==> src/sv/nmdb_pkg.sv <==
// nmdb_pkg: widths, codes, item types and rounding helpers for the
// normal map detail blend unit; used by every module of the block.
// no dependencies
package nmdb_pkg;

  localparam int CH_BITS = 16;
  localparam logic [CH_BITS-1:0] CH_MAX = '1;
  localparam logic [CH_BITS-1:0] CH_MID = {1'b1, {(CH_BITS-1){1'b0}}};

  // fixed point widths, all vectors carry 16 fraction bits
  localparam int EXP_W  = 18;  // expanded channel, -1.0 .. 1.0
  localparam int SCL_W  = 16;  // detail scale, 12 fraction bits
  localparam int SCP_W  = 34;  // channel times scale
  localparam int DET_W  = 21;  // scaled detail component and rounded products
  localparam int PRD_W  = 39;  // base times detail product
  localparam int VEC_W  = 23;  // blended component
  localparam int SQ_W   = 44;  // sum of squares
  localparam int ROOT_W = 22;  // integer square root
  localparam int REM_W  = 46;  // square root remainder and trial
  localparam int NUM_W  = 40;  // unorm numerator
  localparam int DEN_W  = 23;  // unorm denominator, twice the length
  localparam int QB     = 16;  // quotient bits

  localparam int Q_DEPTH = 4;
  localparam int Q_PTR_W = $clog2(Q_DEPTH);
  localparam int Q_CNT_W = $clog2(Q_DEPTH + 1);

  localparam logic [2:0] MODE_LINEAR   = 3'd0;
  localparam logic [2:0] MODE_DERIV    = 3'd1;
  localparam logic [2:0] MODE_UDN      = 3'd2;
  localparam logic [2:0] MODE_REORIENT = 3'd3;
  localparam logic [2:0] MODE_WHITEOUT = 3'd4;

  localparam int CFG_IDX_W = 2;
  localparam logic [CFG_IDX_W-1:0] CFG_BLEND_MODE = 2'd0;
  localparam logic [CFG_IDX_W-1:0] CFG_DETAIL_SCALE = 2'd1;
  localparam logic [CFG_IDX_W-1:0] CFG_BASE_ALPHA = 2'd2;

  localparam logic [2:0] RST_BLEND_MODE = MODE_WHITEOUT;
  localparam logic [SCL_W-1:0] RST_DETAIL_SCALE = 16'd4096;

  typedef logic signed [EXP_W-1:0] exp_t;
  typedef logic signed [DET_W-1:0] det_t;
  typedef logic signed [VEC_W-1:0] vec_t;

  typedef struct packed {
    exp_t bx;
    exp_t by;
    exp_t bz;
    exp_t dx;
    exp_t dy;
    exp_t dz;
    logic [2:0] mode;
    logic [CH_BITS-1:0] alpha;
  } item_t;

  typedef struct packed {
    vec_t x;
    vec_t y;
    vec_t z;
    logic [SQ_W-1:0] sumsq;
    logic [CH_BITS-1:0] alpha;
  } blend_t;

  // 2c/M - 1 in q16, rounded half away from zero; for M = 65535 the
  // division reduces to |2c - M| plus one when that is at least half scale
  function automatic exp_t expand(input logic [CH_BITS-1:0] c);
    logic signed [EXP_W-1:0] v;
    logic [CH_BITS-1:0] a;
    logic [CH_BITS:0] e;
    v = $signed({1'b0, c, 1'b0}) - $signed({2'b00, CH_MAX});
    a = v[EXP_W-1] ? CH_BITS'(-v) : v[CH_BITS-1:0];
    e = {1'b0, a} + {{CH_BITS{1'b0}}, a[CH_BITS-1]};
    expand = v[EXP_W-1] ? -$signed({1'b0, e}) : $signed({1'b0, e});
  endfunction

  // divide by 4096, round half away from zero
  function automatic det_t round_q12(input logic signed [SCP_W-1:0] p);
    logic [SCP_W-1:0] mag;
    logic [SCP_W-1:0] m;
    logic [DET_W-1:0] r;
    mag = p[SCP_W-1] ? SCP_W'(-p) : p;
    m = mag + SCP_W'(2048);
    r = m[DET_W+11:12];
    round_q12 = p[SCP_W-1] ? -$signed(r) : $signed(r);
  endfunction

  // divide by 65536, round half away from zero
  function automatic det_t round_q16(input logic signed [PRD_W-1:0] p);
    logic [PRD_W-1:0] mag;
    logic [PRD_W-1:0] m;
    logic [DET_W-1:0] r;
    mag = p[PRD_W-1] ? PRD_W'(-p) : p;
    m = mag + PRD_W'(32768);
    r = m[DET_W+15:16];
    round_q16 = p[PRD_W-1] ? -$signed(r) : $signed(r);
  endfunction

endpackage

==> src/sv/nmdb_front.sv <==
// nmdb_front: input register, channel expansion and mode decode
// depends on nmdb_pkg
module nmdb_front import nmdb_pkg::*; (
  input  logic               clk,
  input  logic               rst_n,
  input  logic               push,
  output logic               full,
  input  logic [CH_BITS-1:0] base_x,
  input  logic [CH_BITS-1:0] base_y,
  input  logic [CH_BITS-1:0] base_z,
  input  logic [CH_BITS-1:0] base_alpha,
  input  logic [CH_BITS-1:0] detail_x,
  input  logic [CH_BITS-1:0] detail_y,
  input  logic [CH_BITS-1:0] detail_z,
  input  logic [2:0]         blend_mode,
  input  logic               base_has_alpha,
  input  logic               q_full,
  output logic               q_push,
  output item_t              q_data
);

  logic  v_r, v_nxt;
  item_t item_r, item_nxt;
  logic  take;

  assign full   = v_r && q_full;
  assign take   = push && !full;
  assign q_push = v_r && !q_full;
  assign q_data = item_r;

  always_comb begin
    v_nxt = take ? 1'b1 : (q_push ? 1'b0 : v_r);
    item_nxt.bx = expand(base_x);
    item_nxt.by = expand(base_y);
    item_nxt.bz = expand(base_z);
    item_nxt.dx = expand(detail_x);
    item_nxt.dy = expand(detail_y);
    item_nxt.dz = expand(detail_z);
    // unused codes fall back to whiteout
    item_nxt.mode  = (blend_mode > MODE_WHITEOUT) ? MODE_WHITEOUT : blend_mode;
    item_nxt.alpha = base_has_alpha ? base_alpha : CH_MAX;
  end

  always_ff @(posedge clk) begin
    if (!rst_n) begin
      v_r <= 1'b0;
    end else begin
      v_r <= v_nxt;
    end
  end

  always_ff @(posedge clk) begin
    if (take) begin
      item_r <= item_nxt;
    end
  end

endmodule

==> config.mk <==
export PLATFORM = sky130hd
export DESIGN_NAME = nmdb_front
export DESIGN_NICKNAME = d
export VERILOG_FILES = /design/src/sv/nmdb_pkg.sv /design/src/sv/nmdb_front.sv
export SDC_FILE = /design/constraint.sdc
export NUM_CORES = 1
export LEC_CHECK = 0
export ABC_AREA = 1
export BUFFER_PORTS_ARGS = -buffer_cell sky130_fd_sc_hd__buf_2
export CORE_ASPECT_RATIO = 1.5
export CORE_MARGIN = 2
export CORE_UTILIZATION = 49
export DETAILED_ROUTE_END_ITERATION = 16
export GPL_ROUTABILITY_DRIVEN = 0
export MAX_ROUTING_LAYER = met4
export PLACE_DENSITY = 0.74
export SYNTH_ARGS = -nofsm -noshare
export SYNTH_HDL_FRONTEND = slang
export SYNTH_SLANG_ARGS = --single-unit
export TNS_END_PERCENT = 10
==> constraint.sdc <==
create_clock -name clk -period 9.3 [get_ports clk]
set_input_delay 1.86 -clock clk [delete_from_list [all_inputs] [get_ports clk]]
set_output_delay 1.86 -clock clk [all_outputs]
set_load 0.01 [all_outputs]
; Word-level counts from Yosys, hierarchy flattened
; Index checks and enable logic that the tools add are counted.
[word_totals]
register_bits = 128
input_bits = 120
wordCells = 60
[op_classes]
magnitude_cmp = 1
muxes = 14
n_reduce_logical = 6
add_sub_neg = 24
[op_table]
columns = op, count
row1 = $neg A17 Y18, 6
row2 = $sub A17 B16 Y18 const B, 6
row3 = $add A16 B1 Y17, 6
row4 = $mux W17, 6
row5 = $mux W16, 6
row6 = $neg A16 Y16, 6
row7 = $gt A3 B3 Y1 const B, 1
row8 = $logic_and A1 B1 Y1, 3
row9 = $logic_not A1 Y1, 2
row10 = $mux W1, 2
row11 = $reduce_bool A2 Y1, 1

; Longest topological paths before layout
; Gate-level depths: netlist of run 1.
[logic_depth]
depth_word = 6
mapped_depth = 20
ltp_nobuf = 19

; Worst setup path after synthesis of run 1
; No wires, ideal clock.
[synth_timing]
path_kind = in2reg
start = input port q_full
end = register item_r, in the netlist q_data[0] (enable)
slack_ps = 1401
path_stages = 3
required_time_ps = 8686
arrival_time_ps = 7285
setup_ps = 614
cell_sequence = nand2_1 > inv_1 > nor2_1
[synth_via]
elab_chain_cells = 3
[synth_rtl]
columns = element, line
row1 = "start, declared", nmdb_front.sv:17  ; input logic q_full,
row2 = $logic_and A1 B1 Y1, nmdb_front.sv:26  ; assign full = v_r && q_full;
row3 = via full, nmdb_front.sv:7  ; output logic full,
row4 = $logic_not A1 Y1, nmdb_front.sv:27  ; assign take = push && !full;
row5 = $logic_and A1 B1 Y1, nmdb_front.sv:27
row6 = via take, nmdb_front.sv:24  ; logic take;
row7 = "end signal, assigned", nmdb_front.sv:54  ; item_r <= item_nxt;
row8 = "end, declared", nmdb_front.sv:23  ; item_t item_r, item_nxt;
; The timed path passes the listed nets, and every way through them passes these cells.
; A chain may end at the register's enable or synchronous reset.

==> results of run 1 <==
## sequential cells by signal (all words and copies together), names as in the netlist
signal,flops
q_data,127
v_r,1
## area by class of cell
type / count / area (µm²) / share of cell area
multi-input cells: 1221 / 5950 / 0.464
flip-flops and latches: 128 / 3830 / 0.299
repair buffers: 250 / 1260 / 0.0979
inverters: 231 / 872 / 0.0680
clock buffers: 19 / 433 / 0.0337
well taps: 272 / 340 / 0.0265
clock inverters: 12 / 144 / 0.0112
## power groups by stage
stage          combinational (mW)  sequential, mW  clock (mW)
2_1_floorplan               0.318           0.759           0
3_3_place_gp                0.479           0.727           0
3_5_place_dp                0.489           0.728           0
4_1_cts                     0.492           0.717       0.670
5_1_grt                     0.555           0.720       0.697
6_report                    0.492           0.716       0.658
## synth_stat cells (7+ instances only)
library cell,n,area share
nand2_1,658,0.23
clkbuf_1,8,0.0028
inv_1,217,0.075
nand3b_1,8,0.0055
nor2_2,29,0.017
nor2_1,165,0.057
nand2_2,22,0.013
xor2_1,68,0.055
buf_6,8,0.0083
xnor2_2,9,0.013
edfxtp_1,127,0.35
buf_2,7,0.0032
inv_2,12,0.0041
o21ai_0,21,0.0097
nand3_1,124,0.057
ha_1,10,0.012
nand4_1,22,0.013
xnor2_1,37,0.030
## stage by stage
stage,std cells,utilization,area (µm²),power [mW]
global route,2133,0.591,12800,1.97
finish,2133,0.591,12800,1.87
global placement,2102,0.564,12300,1.21
floorplan,1611,-,10900,1.08
detailed placement,2102,0.564,12300,1.22
CTS,2133,0.591,12800,1.88
## worst min-delay path, stage by stage, from the launching register on
cell and delay, ns:
dfxtp_1 0.32, nand2_1 0.08, a21boi_0 0.08
## worst paths after layout
kind | startpoint | to | cells past startpoint
setup / recovery | base_y[15] | q_data[106] | 19
hold / removal | v_r | v_r | 2
setup reg to reg | v_r | q_data[92] | 5
hold reg to reg | v_r | v_r | 2
## kinds of logic after synthesis
family | after synthesis
adder cells (fa/ha/maj) | 10
AND/OR/NAND/NOR | 1050
XOR/XNOR | 118
buffers and inverters | 262
AO/OA/AOI/OAI | 43
flip-flops | 128
## routing by layer
layer	wire [µm]	up-vias	track usage	part of all wire
met2	13600	358	0.425	0.51
met5	0	-	-	0
li1	-	5458	-	-
met3	1880	65	0.0453	0.071
met4	982	0	0.103	0.037
met1	10200	4668	0.248	0.38
==> flow_summary.yaml, run 1 <==
sta:
  fmax_ghz: 0.223
  fin_tns_setup_ns: 0
  rsz0062_at_grt: "no"
  worst_pin_slew_ns: 0.839
  drv_slew: 0
  final.period_utilization: 0.483
  min_period_ns: 4.49
  layout_setup_ws_ns: 4.81
  slew_headroom: 0.440
  skew_ns: 0.00830
  setup_violations: 0
  hold_slack_ns: 0.528
  timing.final.hold_violations: 0
worst_setup_path:
  cp_num_buf_inv: 3
  crit_path_max_incr_delay_ns: 0.51
  cp_max_fo: 30
  cp_top_family: "simple AND/OR/NAND/NOR gates"
  cp_slowest_cell: "buf_2"
  crit_required_ns: 9.48
  end_kind: "flop"
  cp-start-kind: "input pin"
  rrSetupSlack_ns: 6.92
  arrival_ns: 4.66
  critPathKind: "in2reg"
  path_cells: "buf_2 -> inv_2 -> nand2_1 -> nand2_2 -> inv_2 -> ha_1 -> nand2_2 -> nor2_4 -> nand2_2 -> nand2_1 -> nand2_1 -> nor2_1 -> nand2_1 -> nor2_1 -> nand2_1 -> nand2_1 -> nand2_1 -> nand2_1 -> nand2_1"
  crit_top_cell: "nand2_1"
yosys:
  ys_ff_latch: 128
  synth_flop_cell: "edfxtp_1"
  ys_types: 43
  synth.yosys.seq_area_share: 0.352
  synthArstFlopShare: 0
  yosysWarnings: 0
  yosys.area_share.simple: 0.406
  postSynthCellCount: 1611
  syn-cell-area_um2: 10900
  synth_xor_xnor_area_share: 0.105
  synth_enable_flop_cells: 127
  synth.avg_cell_area_um2: 6.75
  synth_adder_area_share: 0.0115
  syn_nets: 1741
  synth_compound_area_frac: 0.0237
  synth_top_family_by_area: "simple AND/OR/NAND/NOR gates"
  synthMuxAreaShare: 0
clock_tree:
  cts_tree: "done"
  ctsHoldBuffers: 0
  cts-root-buf: "clkbuf_16"
  clock_sinks: 128
  cts_buffers: 17
  cts_resized: 0
  h-tree-depth: 4
  clkSlewWorstSetupHoldPaths_ns: 0.05
  clk_latency_ns: 0.42
  cts_buffer_depth: 2
  cts_setup_buffers: 0
detailed_routing:
  viasPerCell: 4.95
  drt-pass1-iter-count: 5
  drc: 0
  via_count: 10500
  drt_iter0_markers: 630
  route.final.wire_length_mm: 26.7
  drtAntennaViolNets: 0
  routedWlPerCell_um: 12.5
run:
  drv_cap: 0
pwr:
  p_sw_mw: 0.580
  swShare: 0.311
  seqPwrFrac: 0.384
  p_int_mw: 1.29
  leakagePower_nw: 6.60
  ir_worst_vdd_v: 0.000131
  power.share.clock: 0.353
  power.density_nw_per_um2: 145
  p_comb_frac: 0.263
worst_hold_path:
  hold_path.class: "reg2reg"
placed_design:
  dp_hpwl_mm: 21.1
  dp_slack_ns: 4.45
  port_buffers: 248
cells_and_area:
  diodes: 0
  area_growth_pct: 18.0
  final_common_cell: "nand2_1"
  layout_common_cells: "nand2_1, buf_2, inv_1, nor2_1, edfxtp_1"
  layout.nets: 1979
  drive_above_1_share: 0.199
  fillCellCount: 2033
global_routing:
  overflow: 0
  antenna_found_initial: 0
  track_usage: 0.236
  grt_max_degree: 66
  grt_pass1_vias: 9945
  grt_pass1_wl_mm: 44.3
die:
  start_util: 0.501
  fp-row-count: 66
  die_area_um2: 23400
  num_io_pins: 249
  die_y_um: 186
  core_um2: 21700
  die_w_um: 126
outcome:
  status: "complete, no violations"
(Power assumes the default switching activity.)
==> inputs of run 2 (changes only) <==
==> constraint.sdc (replaced) <==
create_clock -name clk -period 4.7 [get_ports clk]
set_input_delay 0.94 -clock clk [delete_from_list [all_inputs] [get_ports clk]]
set_output_delay 0.94 -clock clk [all_outputs]
set_load 0.01 [all_outputs]
==> flow_summary.yaml, run 2 (same netlist as run 1, synthesis figures left out) <==
worst_setup_path:
  cp_max_fo: 28
  crit_required_ns: 4.88
  cp-start-kind: "input pin"
  critPathKind: "in2reg"
  arrival_ns: 3.52
  end_kind: "flop"
cells_and_area:
  multi_input_area_um2: 5950
  final_common_cell: "nand2_1"
  layout.nets: 1982
  largest_reg_flops: 127
  fillCellCount: 2045
  post-route-util: 0.592
  area_growth_pct: 18.3
  finalNonFillerCells: 2138
  drive_above_1_share: 0.203
  regArea_um2: 3830
  layout_common_cells: "nand2_1, buf_2, inv_1, nor2_1, edfxtp_1"
global_routing:
  grt_pass1_wl_mm: 45.0
  grt_max_degree: 128
  track_usage: 0.237
  grt_pass1_vias: 10300
  overflow: 0
  antenna_found_initial: 1
detailed_routing:
  drc: 0
  routedWlPerCell_um: 12.3
  drtAntennaViolNets: 0
  drt_iter0_markers: 598
  drt-pass1-iter-count: 5
  viasPerCell: 4.91
  route.final.wire_length_mm: 26.4
  via_count: 10500
die:
  die_y_um: 186
  fp-row-count: 66
  core_um2: 21700
  num_io_pins: 249
  start_util: 0.501
  die_area_um2: 23400
  die_w_um: 126
clock_tree:
  clock_sinks: 128
  clkSlewWorstSetupHoldPaths_ns: 0.05
  cts-root-buf: "clkbuf_16"
  ctsHoldBuffers: 0
  cts_resized: 0
  cts_tree: "done"
  cts_setup_buffers: 0
  cts_buffer_depth: 2
  cts_buffers: 17
  h-tree-depth: 4
  clk_latency_ns: 0.43
pwr:
  power.density_nw_per_um2: 285
  ir_worst_vdd_v: 0.000265
  leakagePower_nw: 6.61
sta:
  fmax_ghz: 0.299
  fin_tns_setup_ns: 0
  slew_headroom: 0.530
  drv_slew: 0
  timing.final.hold_violations: 0
  final.period_utilization: 0.711
  skew_ns: 0.0158
  setup_violations: 0
  rsz0062_at_grt: "no"
  worst_pin_slew_ns: 0.705
  min_period_ns: 3.34
placed_design:
  port_buffers: 248
  dp_hpwl_mm: 20.7
  placed_cells: 2105
run:
  drv_cap: 0
outcome:
  status: "complete, no violations"
worst_hold_path:
  hold_path.class: "reg2reg"
## run 2: final timing paths
check                           cells past startpoint    endpoint         start  slack [ns]
worst max-delay path                               16  q_data[32]  detail_z[15]        1.36
worst min register to register                      2         v_r           v_r        0.50
worst min-delay path                                2         v_r           v_r        0.50
worst max register to register                      4  q_data[46]           v_r        3.20
## run 2: final cells by class
cell class | instances | share of cell area
tap | 272 | 0.0264
clock buffer | 19 | 0.0336
clock inverter | 13 | 0.0109
timing repair buffer | 253 | 0.100
multi-input combinational | 1221 | 0.463
antenna | 1 | 0.000194
inverter | 231 | 0.0678
sequential | 128 | 0.298
## run 2: stage by stage
step                      hold slack [ns]  total power, mW  setup slack, ns  instance area, µm²
after global routing                0.520             3.88            0.979               12900
after CTS                           0.505             3.70             1.40               12900
after global placement              0.479             2.39             1.05               12300
final                               0.499             3.67             1.36               12900
after floorplan                     0.463             2.12             1.30               10900
after detailed placement            0.499             2.41            0.944               12300
## run 2: critical path: stages
cell	delay, ns
buf_2	0.38
inv_2	0.31
nand2_1	0.14
nand2_1	0.16
ha_1	0.32
inv_1	0.12
xor2_1	0.18
nand3_1	0.13
nor3_1	0.22
nand2_1	0.16
nor2_1	0.15
nand2_1	0.08
nand2_1	0.06
nand2_1	0.06
nand2_1	0.05
inv_1	0.03
## run 2: power breakdown
part | total [mW] | leakage (nW) | switching [mW] | internal [mW]
logic | 0.971 | 5.12 | 0.639 | 0.333
clock network | 1.28 | 0.269 | 0.502 | 0.780
registers | 1.42 | 1.22 | 0.0249 | 1.39
## run 2: metal layers
metal  part of all wire  up-vias  global-route usage
li1                   -     5488                   -
met1               0.39     4641               0.255
met2               0.52      323               0.422
met3              0.063       50              0.0459
met4              0.029        0              0.0974
met5                  0        -                   -
