==> config.mk <==
export PLATFORM = sky130hd
export DESIGN_NAME = nmdb_queue
export DESIGN_NICKNAME = d
export VERILOG_FILES = /design/src/sv/nmdb_pkg.sv /design/src/sv/nmdb_queue.sv
export SDC_FILE = /design/constraint.sdc
export NUM_CORES = 1
export LEC_CHECK = 0
export ABC_AREA = 0
export BUFFER_PORTS_ARGS = -buffer_cell sky130_fd_sc_hd__buf_2
export CORE_AREA = 2 2 208 210
export CTS_BUF_LIST = sky130_fd_sc_hd__clkbuf_4 sky130_fd_sc_hd__clkbuf_8 sky130_fd_sc_hd__clkbuf_16
export DETAILED_ROUTE_END_ITERATION = 10
export DIE_AREA = 0 0 210 212
export PLACE_DENSITY = 0.71
export SKIP_LAST_GASP = 1
export SYNTH_ARGS = -nofsm -noshare
export SYNTH_HDL_FRONTEND = slang
export SYNTH_SLANG_ARGS = --single-unit
==> constraint.sdc <==
create_clock -name clk -period 5 [get_ports clk]
set_input_delay 0.5 -clock clk [delete_from_list [all_inputs] [get_ports clk]]
set_output_delay 0.5 -clock clk [all_outputs]
set_load 0.005 [all_outputs]
==> src/sv/nmdb_pkg.sv <==
// nmdb_pkg: widths, codes, item types and rounding helpers for the
// normal map detail blend unit; used by every module of the block.
// no dependencies
package nmdb_pkg;

  localparam int CH_BITS = 16;
  localparam logic [CH_BITS-1:0] CH_MAX = '1;
  localparam logic [CH_BITS-1:0] CH_MID = {1'b1, {(CH_BITS-1){1'b0}}};

  // fixed point widths, all vectors carry 16 fraction bits
  localparam int EXP_W  = 18;  // expanded channel, -1.0 .. 1.0
  localparam int SCL_W  = 16;  // detail scale, 12 fraction bits
  localparam int SCP_W  = 34;  // channel times scale
  localparam int DET_W  = 21;  // scaled detail component and rounded products
  localparam int PRD_W  = 39;  // base times detail product
  localparam int VEC_W  = 23;  // blended component
  localparam int SQ_W   = 44;  // sum of squares
  localparam int ROOT_W = 22;  // integer square root
  localparam int REM_W  = 46;  // square root remainder and trial
  localparam int NUM_W  = 40;  // unorm numerator
  localparam int DEN_W  = 23;  // unorm denominator, twice the length
  localparam int QB     = 16;  // quotient bits

  localparam int Q_DEPTH = 4;
  localparam int Q_PTR_W = $clog2(Q_DEPTH);
  localparam int Q_CNT_W = $clog2(Q_DEPTH + 1);

  localparam logic [2:0] MODE_LINEAR   = 3'd0;
  localparam logic [2:0] MODE_DERIV    = 3'd1;
  localparam logic [2:0] MODE_UDN      = 3'd2;
  localparam logic [2:0] MODE_REORIENT = 3'd3;
  localparam logic [2:0] MODE_WHITEOUT = 3'd4;

  localparam int CFG_IDX_W = 2;
  localparam logic [CFG_IDX_W-1:0] CFG_BLEND_MODE = 2'd0;
  localparam logic [CFG_IDX_W-1:0] CFG_DETAIL_SCALE = 2'd1;
  localparam logic [CFG_IDX_W-1:0] CFG_BASE_ALPHA = 2'd2;

  localparam logic [2:0] RST_BLEND_MODE = MODE_WHITEOUT;
  localparam logic [SCL_W-1:0] RST_DETAIL_SCALE = 16'd4096;

  typedef logic signed [EXP_W-1:0] exp_t;
  typedef logic signed [DET_W-1:0] det_t;
  typedef logic signed [VEC_W-1:0] vec_t;

  typedef struct packed {
    exp_t bx;
    exp_t by;
    exp_t bz;
    exp_t dx;
    exp_t dy;
    exp_t dz;
    logic [2:0] mode;
    logic [CH_BITS-1:0] alpha;
  } item_t;

  typedef struct packed {
    vec_t x;
    vec_t y;
    vec_t z;
    logic [SQ_W-1:0] sumsq;
    logic [CH_BITS-1:0] alpha;
  } blend_t;

  // 2c/M - 1 in q16, rounded half away from zero; for M = 65535 the
  // division reduces to |2c - M| plus one when that is at least half scale
  function automatic exp_t expand(input logic [CH_BITS-1:0] c);
    logic signed [EXP_W-1:0] v;
    logic [CH_BITS-1:0] a;
    logic [CH_BITS:0] e;
    v = $signed({1'b0, c, 1'b0}) - $signed({2'b00, CH_MAX});
    a = v[EXP_W-1] ? CH_BITS'(-v) : v[CH_BITS-1:0];
    e = {1'b0, a} + {{CH_BITS{1'b0}}, a[CH_BITS-1]};
    expand = v[EXP_W-1] ? -$signed({1'b0, e}) : $signed({1'b0, e});
  endfunction

  // divide by 4096, round half away from zero
  function automatic det_t round_q12(input logic signed [SCP_W-1:0] p);
    logic [SCP_W-1:0] mag;
    logic [SCP_W-1:0] m;
    logic [DET_W-1:0] r;
    mag = p[SCP_W-1] ? SCP_W'(-p) : p;
    m = mag + SCP_W'(2048);
    r = m[DET_W+11:12];
    round_q12 = p[SCP_W-1] ? -$signed(r) : $signed(r);
  endfunction

  // divide by 65536, round half away from zero
  function automatic det_t round_q16(input logic signed [PRD_W-1:0] p);
    logic [PRD_W-1:0] mag;
    logic [PRD_W-1:0] m;
    logic [DET_W-1:0] r;
    mag = p[PRD_W-1] ? PRD_W'(-p) : p;
    m = mag + PRD_W'(32768);
    r = m[DET_W+15:16];
    round_q16 = p[PRD_W-1] ? -$signed(r) : $signed(r);
  endfunction

endpackage

==> src/sv/nmdb_queue.sv <==
// nmdb_queue: short flop queue between the front and the arithmetic pipe
// depends on nmdb_pkg
module nmdb_queue import nmdb_pkg::*; (
  input  logic  clk,
  input  logic  rst_n,
  input  logic  push,
  input  item_t din,
  output logic  full,
  input  logic  pop,
  output logic  valid,
  output item_t dout
);

  item_t               mem_r [Q_DEPTH];
  logic [Q_PTR_W-1:0]  wr_ptr_r, wr_ptr_nxt;
  logic [Q_PTR_W-1:0]  rd_ptr_r, rd_ptr_nxt;
  logic [Q_CNT_W-1:0]  cnt_r, cnt_nxt;
  logic                do_pop;

  assign full   = (cnt_r == Q_CNT_W'(Q_DEPTH));
  assign valid  = (cnt_r != '0);
  assign dout   = mem_r[rd_ptr_r];
  assign do_pop = pop && valid;

  always_comb begin
    wr_ptr_nxt = push ? wr_ptr_r + 1'b1 : wr_ptr_r;
    rd_ptr_nxt = do_pop ? rd_ptr_r + 1'b1 : rd_ptr_r;
    cnt_nxt    = cnt_r + Q_CNT_W'(push) - Q_CNT_W'(do_pop);
  end

  always_ff @(posedge clk) begin
    if (!rst_n) begin
      wr_ptr_r <= '0;
      rd_ptr_r <= '0;
      cnt_r    <= '0;
    end else begin
      wr_ptr_r <= wr_ptr_nxt;
      rd_ptr_r <= rd_ptr_nxt;
      cnt_r    <= cnt_nxt;
    end
  end

  always_ff @(posedge clk) begin
    if (push) begin
      mem_r[wr_ptr_r] <= din;
    end
  end

endmodule

Word level (Yosys, flattened, before mapping)
Memory sizes are Yosys's and may differ from the RTL's. A register that Yosys moved wholly into a read port is not among the register bits.
Cells that the tools add are included.

word-level totals
  register bits = 7
  bits in latches = 0
  memory bits (writable) = 508
  ROM bits = 0
  input bits = 131
  output and inout bits = 129
  memories kept = 1

cells by class
  add/sub/neg operators = 4
  $mul = 0
  div/mod/pow operators = 0
  $lt $le $gt $ge = 0
  equality and inequality tests = 1
  shifts and indexed selects = 0
  muxes and demuxes = 4
  bitwise gates (word level) = 0
  reductions and logical operators = 2

memories
  name   words  bits a word  rd ports  clocked after Yosys merged registers in  wr ports  RTL line          source
  mem_r  4      127          1         1                                        1         nmdb_queue.sv:14  item_t mem_r [Q_DEPTH];

operators with widths
  cell                                          number
  adder 2 x 1 -> 2 bit (second input constant)  2
  two-way mux 2 bit                             2
  adder 3 x 1 -> 3 bit                          1
  equality test 3 bit (second input constant)   1
  nonzero test 3 bit                            1
  subtractor 3 x 1 -> 3 bit                     1
  two-way mux 1 bit                             2
  logical AND 1 bit                             1

Logic depth before layout (Yosys ltp)
Gate-level depths: netlist (run 1).

  word-level depth = 4
  gate-level depth with buffers = 7
  gate-level depth less buffers = 7

Worst setup path before layout (run 1)
Ideal clock, no wire load.

  path kind = reg-to-reg
  from = register wr_ptr_r[0]
  to = memory mem_r[0][0] (netlist bit) (enable)
  library setup time = 501 ps
  arrival time = 3,456 ps
  required time = 4,499 ps
  path slack = 1,043 ps
  stages on the path, launching flop included = 4
  buffers on the path = 0
  cells stage by stage = dfxtp_1 -> inv_1 -> ha_1 -> and2_1

RTL lines
  element                 RTL line          source
  start, declared         nmdb_queue.sv:15  logic [Q_PTR_W-1:0] wr_ptr_r, wr_ptr_nxt;
  start signal, assigned  nmdb_queue.sv:37  wr_ptr_r <= wr_ptr_nxt;
  end, declared           nmdb_queue.sv:14

No word-level cell before the write port.

==> metrics.csv, run 1 <==
metric;value;unit
status;finished, final reports clean;
number of buffers created by CTS;53;
Die Wd;210;um
post-synth top area share;81.3;%
initial antenna violation count;9;
Max-slew headroom;33.6;%
register area share after synthesis;82.3;%
synth top area cells;edfxtp_1 (81%), mux4_2 (15%), dfxtp_1 (0.96%);
Max Cap Violations;0;
Setup TNS;0;ns
P_leak;7.46;nW
Post-DRT Antenna Nets;0;
WL per Instance;22.1;um
Nets;1138;
Arrival @ worst endpoint;2.71;ns
io pins;260;
Setup violations, final;0;
Syn Nets;846;
Critical Path Source Type;register;
metal2 WL;17.0;mm
fin util;52.6;%
DRT iter0 DRCs;689;
DP HPWL;19.3;mm
Std-Cell Rows;76;
CTS resizes;0;
cts hold-fix bufs;0;
Synthesis Warnings;0;
clock-pin slew on the worst setup and hold paths;0.06;ns
layout cell share with drive strength beyond 1;46.1;%
WL met1;14.2;mm
clock sinks;517;
Worst Clk Skew;0.00616;ns
Data required, critical path;4.50;ns
critical path class;reg -> out;
Tcrit/Tclk final;64.3;%
area delta synth->final;19.1;%
Cell Area, Synth;0.0188;mm^2
drt first pass iters;7;
WL final;35.1;mm
Mapped Cells;708;
TritonCTS clock tree;done;
Die ar.;0.0445;mm^2
Mean Syn Cell Area;26.5;um^2
Fin. Hold Viols;0;
Die Y;212;um
Top Layer Used;met5;
max frequency;311;MHz
core area;0.0425;mm^2
Worst Setup End Kind;output pin;
Power Dens Cells;465;mW/mm^2
RSZ-0062 raised after global routing;no;
vias in the first global route;9135;
routed length on met3;3.15;mm
clock tree buffer depth;3;
cell taking the most area after synthesis;edfxtp_1;
# port buffers;259;
first-pass GRT wire length;53.1;mm
Final Slew Violations;0;
Fillers;3256;
RePlAce Congestion;0.711;
hold crit path type;in -> reg;
grt total ovfl;0;
Yosys reg bits;517;
Total GRT Usage;16.0;%
VDD IR max;0.348;mV
vias per cell;5.27;
DRC Markers;0;
initial core utilization;44.1;%
Netlist cell types;22;
worst skew pair latency;0.57;ns
CP max FO;117;
post-CTS setup buffer count;0;
pin count of the biggest net entering global routing;128;
CTS root buf;clkbuf_16;
H-tree Lvls;2;
min Tclk post-route;3.21;ns
slew at the pin closest to its max-slew limit;0.996;ns
Vias;8357;
[synth_stat cells, drive strengths merged]
library cell,number
nand2b,2
mux4,127
or3,1
xnor3,1
and2,8
mux2i,4
and3,1
nor2b,1
dfxtp,9
ha,6
clkbuf,8
o31a,1
o311ai,1
xor2,1
inv,6
nand2,2
buf,20
edfxtp,508
fa,1
[worst paths after layout]
| path | start | to | slack, ns | depth (start not counted) |
|---|---|---|---|---|
| max | register | dout[19] | 1.79 | 3 |
| min reg2reg | rd_ptr_r[1] | register | 0.50 | 2 |
| min | din[65] | mem_r[2][65] | 0.14 | 1 |
| max reg2reg | cnt_r[1] | cnt_r[2] | 2.89 | 7 |
[worst max-delay path, stage by stage, from the launching register on]
cell	delay (ns)
dfxtp_4	0.49
buf_12	0.73
mux4_2	0.64
buf_2	0.16
[sequential cells by signal, summed over array words and instances, names as in the netlist, named ones only]
name	cells
mem_r	508
cnt_r	3
rd_ptr_r	2
wr_ptr_r	2
[cell type report]
type	instances	area (um^2)	share of cell area [%]
flip-flops and latches	517	15400	69.1
multi-input cells	157	3140	14.1
clock buffers	66	1460	6.51
repair buffers	265	1420	6.34
well taps	546	683	3.06
clock inverters	25	174	0.778
inverters	6	22.5	0.101
diodes	3	7.51	0.0336
[kinds of logic after synthesis]
family,after synthesis,synth area share (%)
buf+inv,34,1.05
simple gates,15,0.473
xor+xnor,2,0.167
compound gates,2,0.0934
flops,517,82.3
mux,131,15.5
fa+ha+maj,7,0.507
[report_power, final]
part / internal [mW] / total (mW) / switching (mW)
combinational: 0.867 / 1.63 / 0.765
sequential: 5.00 / 5.09 / 0.0980
clock: 2.15 / 3.66 / 1.52
total: 8.01 / 10.4 / 2.38
[layout by cell type, fill, tap and decap left out]
cell type | synthesis | layout
inv_6 | 0 | 1
nor2b_1 | 1 | 1
dfxtp_1 | 9 | 7
o31a_1 | 1 | 1
clkbuf_4 | 0 | 8
o311ai_0 | 1 | 1
mux4_2 | 127 | 127
edfxtp_1 | 508 | 508
clkinv_4 | 0 | 1
dfxtp_4 | 0 | 2
inv_1 | 6 | 6
and2_4 | 0 | 4
xor2_1 | 1 | 1
clkinvlp_4 | 0 | 2
nand2_1 | 2 | 2
clkinv_1 | 0 | 11
clkinv_2 | 0 | 8
or3_1 | 1 | 1
bufinv_16 | 0 | 2
ha_1 | 6 | 6
xnor3_1 | 1 | 1
diode_2 | 0 | 3
buf_2 | 14 | 259
clkbuf_8 | 0 | 5
fa_1 | 1 | 1
buf_12 | 0 | 6
mux2i_1 | 4 | 4
and2_1 | 8 | 4
nand2b_1 | 2 | 2
and3_1 | 1 | 1
clkbuf_16 | 0 | 53
[layer usage]
layer,global-route usage [%],vias to the layer above
li1,-,3650
met5,0,-
met2,25.8,281
met1,20.4,4346
met4,5.04,16
met3,5.81,64
[through the flow]
step           power (mW)  hold slack [ns]  worst slack [ns]  cells  instance area [um^2]
4_1_cts              10.6           0.0965              1.66   1582                 22300
6_report             10.4            0.140              1.79   1585                 22300
5_1_grt              10.8            0.115              1.55   1582                 22300
3_3_place_gp         6.84            0.447              2.27   1491                 20700
3_5_place_dp         6.87            0.485              2.29   1491                 20700
2_1_floorplan        6.22            0.449              1.04    708                 18800
No activity file was read; power rests on OpenSTA's default activity.
==> run 2: changes to the inputs <==
--- a/config.mk
+++ b/config.mk
@@ -5,12 +5,12 @@
 export SDC_FILE = /design/constraint.sdc
 export NUM_CORES = 1
 export LEC_CHECK = 0
-export ABC_AREA = 0
+export ABC_AREA = 1
 export BUFFER_PORTS_ARGS = -buffer_cell sky130_fd_sc_hd__buf_2
-export CORE_AREA = 2 2 208 210
+export CORE_AREA = 2 2 210 212
 export CTS_BUF_LIST = sky130_fd_sc_hd__clkbuf_4 sky130_fd_sc_hd__clkbuf_8 sky130_fd_sc_hd__clkbuf_16
 export DETAILED_ROUTE_END_ITERATION = 10
-export DIE_AREA = 0 0 210 212
+export DIE_AREA = 0 0 212 214
 export PLACE_DENSITY = 0.71
 export SKIP_LAST_GASP = 1
 export SYNTH_ARGS = -nofsm -noshare
==> constraint.sdc (replaced) <==
create_clock -name clk -period 3.4 [get_ports clk]
set_input_delay 0.34 -clock clk [delete_from_list [all_inputs] [get_ports clk]]
set_output_delay 0.34 -clock clk [all_outputs]
set_load 0.005 [all_outputs]
==> metrics.csv, run 2 <==
metric;value;unit;change
R2R setup slack;1.31;ns;-1.58 ns
Nets;1799;;+58%
# port buffers;259;;unchanged
Vias;12100;;+44%
number of buffers created by CTS;51;;-3.8%
cts hold-fix bufs;127;;+127
slew at the pin closest to its max-slew limit;1.18;ns;+0.187 ns
status;finished, final reports clean;;
drt first pass iters;5;;-2
Die ar.;0.0454;mm^2;+1.9%
Most flops, register;mem_r;;
DRC Markers;0;;unchanged
Critical Path Source Type;register;;
WL final;43.5;mm;+24%
R2R depth;5;;-2
max reg flops;508;;unchanged
Worst Clk Skew;0.0138;ns;+0.00764 ns
worst skew pair latency;0.58;ns;about the same
Power Dens Cells;663;mW/mm^2;+43%
CP max FO;254;;+120%
H-tree Lvls;2;;unchanged
top flop regs;mem_r x508, cnt_r x3;;
Mean Syn Cell Area;14.9;um^2;-44%
critical path class;reg -> out;;
worst r2r src;wr_ptr_r[1];;
first-pass GRT wire length;66.9;mm;+26%
core area;0.0429;mm^2;+0.89%
DRT iter0 DRCs;885;;+28%
min Tclk post-route;2.94;ns;
Max-slew headroom;21.2;%;-12 points
Yosys reg bits;517;;unchanged
setup slack at placement;1.18;ns;-1.11 ns
grt total ovfl;0;;unchanged
DP HPWL;22.9;mm;+19%
Arrival @ worst endpoint;2.60;ns;-0.11 ns
WL met1;18.1;mm;+28%
Setup TNS;0;ns;unchanged
most frequent cells in the layout;edfxtp_1 (508), nor2_1 (260), buf_2 (259);;
Synthesis Warnings;0;;unchanged
worst path bufs/invs;2;;unchanged
delay-heaviest family, CP;buffers and inverters;;
crit-path cells;buf_12 > o21ai_0 > o22ai_1 > buf_2;;
Max Cap Violations;0;;unchanged
VDD IR max;0.551;mV;+58%
Reg power frac;46.5;%;-2.5 points
io pins;260;;unchanged
Cell Area, Synth;0.0191;mm^2;+2.0%
Post-synth top cells;edfxtp_1 (508), nor2_1 (260), o21ai_0 (251);;
most common cell after layout, fill and taps aside;edfxtp_1;;
Std-Cell Rows;76;;unchanged
Mapped Cells;1289;;+82%
Total GRT Usage;19.0;%;+2.9 points
Clk pwr share;33.9;%;-1.4 points
layout cell share with drive strength beyond 1;21.0;%;-25 points
synth top area cells;edfxtp_1 (80%), o21ai_0 (6.6%), nor2_1 (5.1%);;
Most used DFF post-synth;edfxtp_1;;
RePlAce Congestion;0.725;;+2.0%
Net Sw Frac;27.1;%;+4.2 points
worst r2r dst;mem_r[1][91];;
Data required, critical path;3.06;ns;-1.44 ns
CTS resizes;0;;unchanged
Post-synth EDFFs;508;;unchanged
clock-pin slew on the worst setup and hold paths;0.06;ns;about the same
cell count along the critical path;4;;+1
pin count of the biggest net entering global routing;255;;+99%
post-synth top area share;79.7;%;-1.6 points
initial core utilization;44.7;%;+0.50 points
internal power;11.6;mW;+44%
Crit path largest cell delay;0.65;ns;-0.08 ns
cell taking the most area after synthesis;edfxtp_1;;
WL per Instance;19.0;um;-14%
Comb pwr share;19.5;%;+3.8 points
Tcrit/Tclk final;86.3;%;
Netlist cell types;20;;-9.1%
max frequency;341;MHz;
P_leak;8.39;nW;+12%
clock sinks;517;;unchanged
vias in the first global route;12200;;+34%
CTS root buf;clkbuf_16;;
RSZ-0062 raised after global routing;no;;
P_sw;4.30;mW;+81%
Fin. Hold Viols;0;;unchanged
vias per cell;5.28;;about the same
Top Layer Used;met5;;
count leader, synth;edfxtp_1;;
end of the critical path;dout[72];;
Setup violations, final;0;;unchanged
metal2 WL;21.0;mm;+24%
slowest library cell on the worst path;buf_12;;
clock tree buffer depth;3;;unchanged
Die Y;214;um;+0.94%
Async SR Flop Fraction;0;%;unchanged
register area share after synthesis;80.6;%;-1.6 points
post-CTS setup buffer count;0;;unchanged
Syn Nets;1427;;+69%
hold crit path type;in -> reg;;
initial antenna violation count;4;;-5
worst setup margin;0.465;ns;-1.32 ns
area delta synth->final;25.0;%;
Worst Setup End Kind;output pin;;
Post-DRT Antenna Nets;0;;unchanged
Die Wd;212;um;+0.95%
TritonCTS clock tree;done;;
routed length on met3;3.37;mm;+6.9%
Final Slew Violations;0;;unchanged
worst hold path depth;3;;+2
==> run 2: worst min-delay path by stage <==
stage	from	slack, ns	endpoint
final	pop	0.05	rd_ptr_r[0]
after CTS	rst_n	0.01	cnt_r[1]
after global placement	rd_ptr_r[0]	0.47	rd_ptr_r[0]
after global routing	rst_n	0.04	cnt_r[1]
after detailed placement	rd_ptr_r[0]	0.48	rd_ptr_r[0]
after floorplan	rst_n	0.43	cnt_r[1]
==> run 2: power groups by stage <==
stage	Clock [mW]	Sequential, mW	Combinational, mW
detailed placement	0	7.52	3.00
global route	5.76	7.40	3.45
CTS	5.50	7.38	3.13
floorplan	0	7.51	1.70
global placement	0	7.51	2.94
finish	5.39	7.38	3.10
==> run 2: stage by stage <==
step	hold WS (ns)	cells	util, %	cell area, um^2	total power [mW]
6_report	0.0540	2287	55.8	23900	15.9
5_1_grt	0.0404	2287	55.8	23900	16.6
4_1_cts	0.0120	2285	55.8	23900	16.0
2_1_floorplan	0.433	1289	-	19200	9.21
3_3_place_gp	0.465	2066	49.1	21100	10.4
3_5_place_dp	0.483	2066	49.1	21100	10.5
==> run 2: cell families after synthesis <==
| group | Yosys count | synth area share (%) |
|---|---|---|
| buffers and inverters | 100 | 2.47 |
| AOI/OAI and AO/OA | 389 | 11.0 |
| and+or+nand+nor | 276 | 5.42 |
| adders and majority gates | 7 | 0.497 |
| DFF | 517 | 80.6 |
==> run 2: area by class of cell <==
type / count / area, um^2
Antenna cell: 2 / 5.00
Timing Repair Buffer: 402 / 2840
Sequential cell: 517 / 15400
Clock inverter: 30 / 243
Multi-Input combinational cell: 672 / 3240
Tap cell: 585 / 732
Clock buffer: 62 / 1360
Inverter: 17 / 85.1
Fill cell: 3375 / 18900
==> run 2: routing by layer <==
metal	track usage, %	vias up
met5	0	-
met4	5.80	4
met3	5.32	83
met2	31.1	452
met1	24.5	5910
li1	-	5619
==> run 2: tightest hold or removal path, cell delays in order <==
cell	delay [ns]
buf_2	0.11
a21oi_1	0.08
nor2_1	0.07
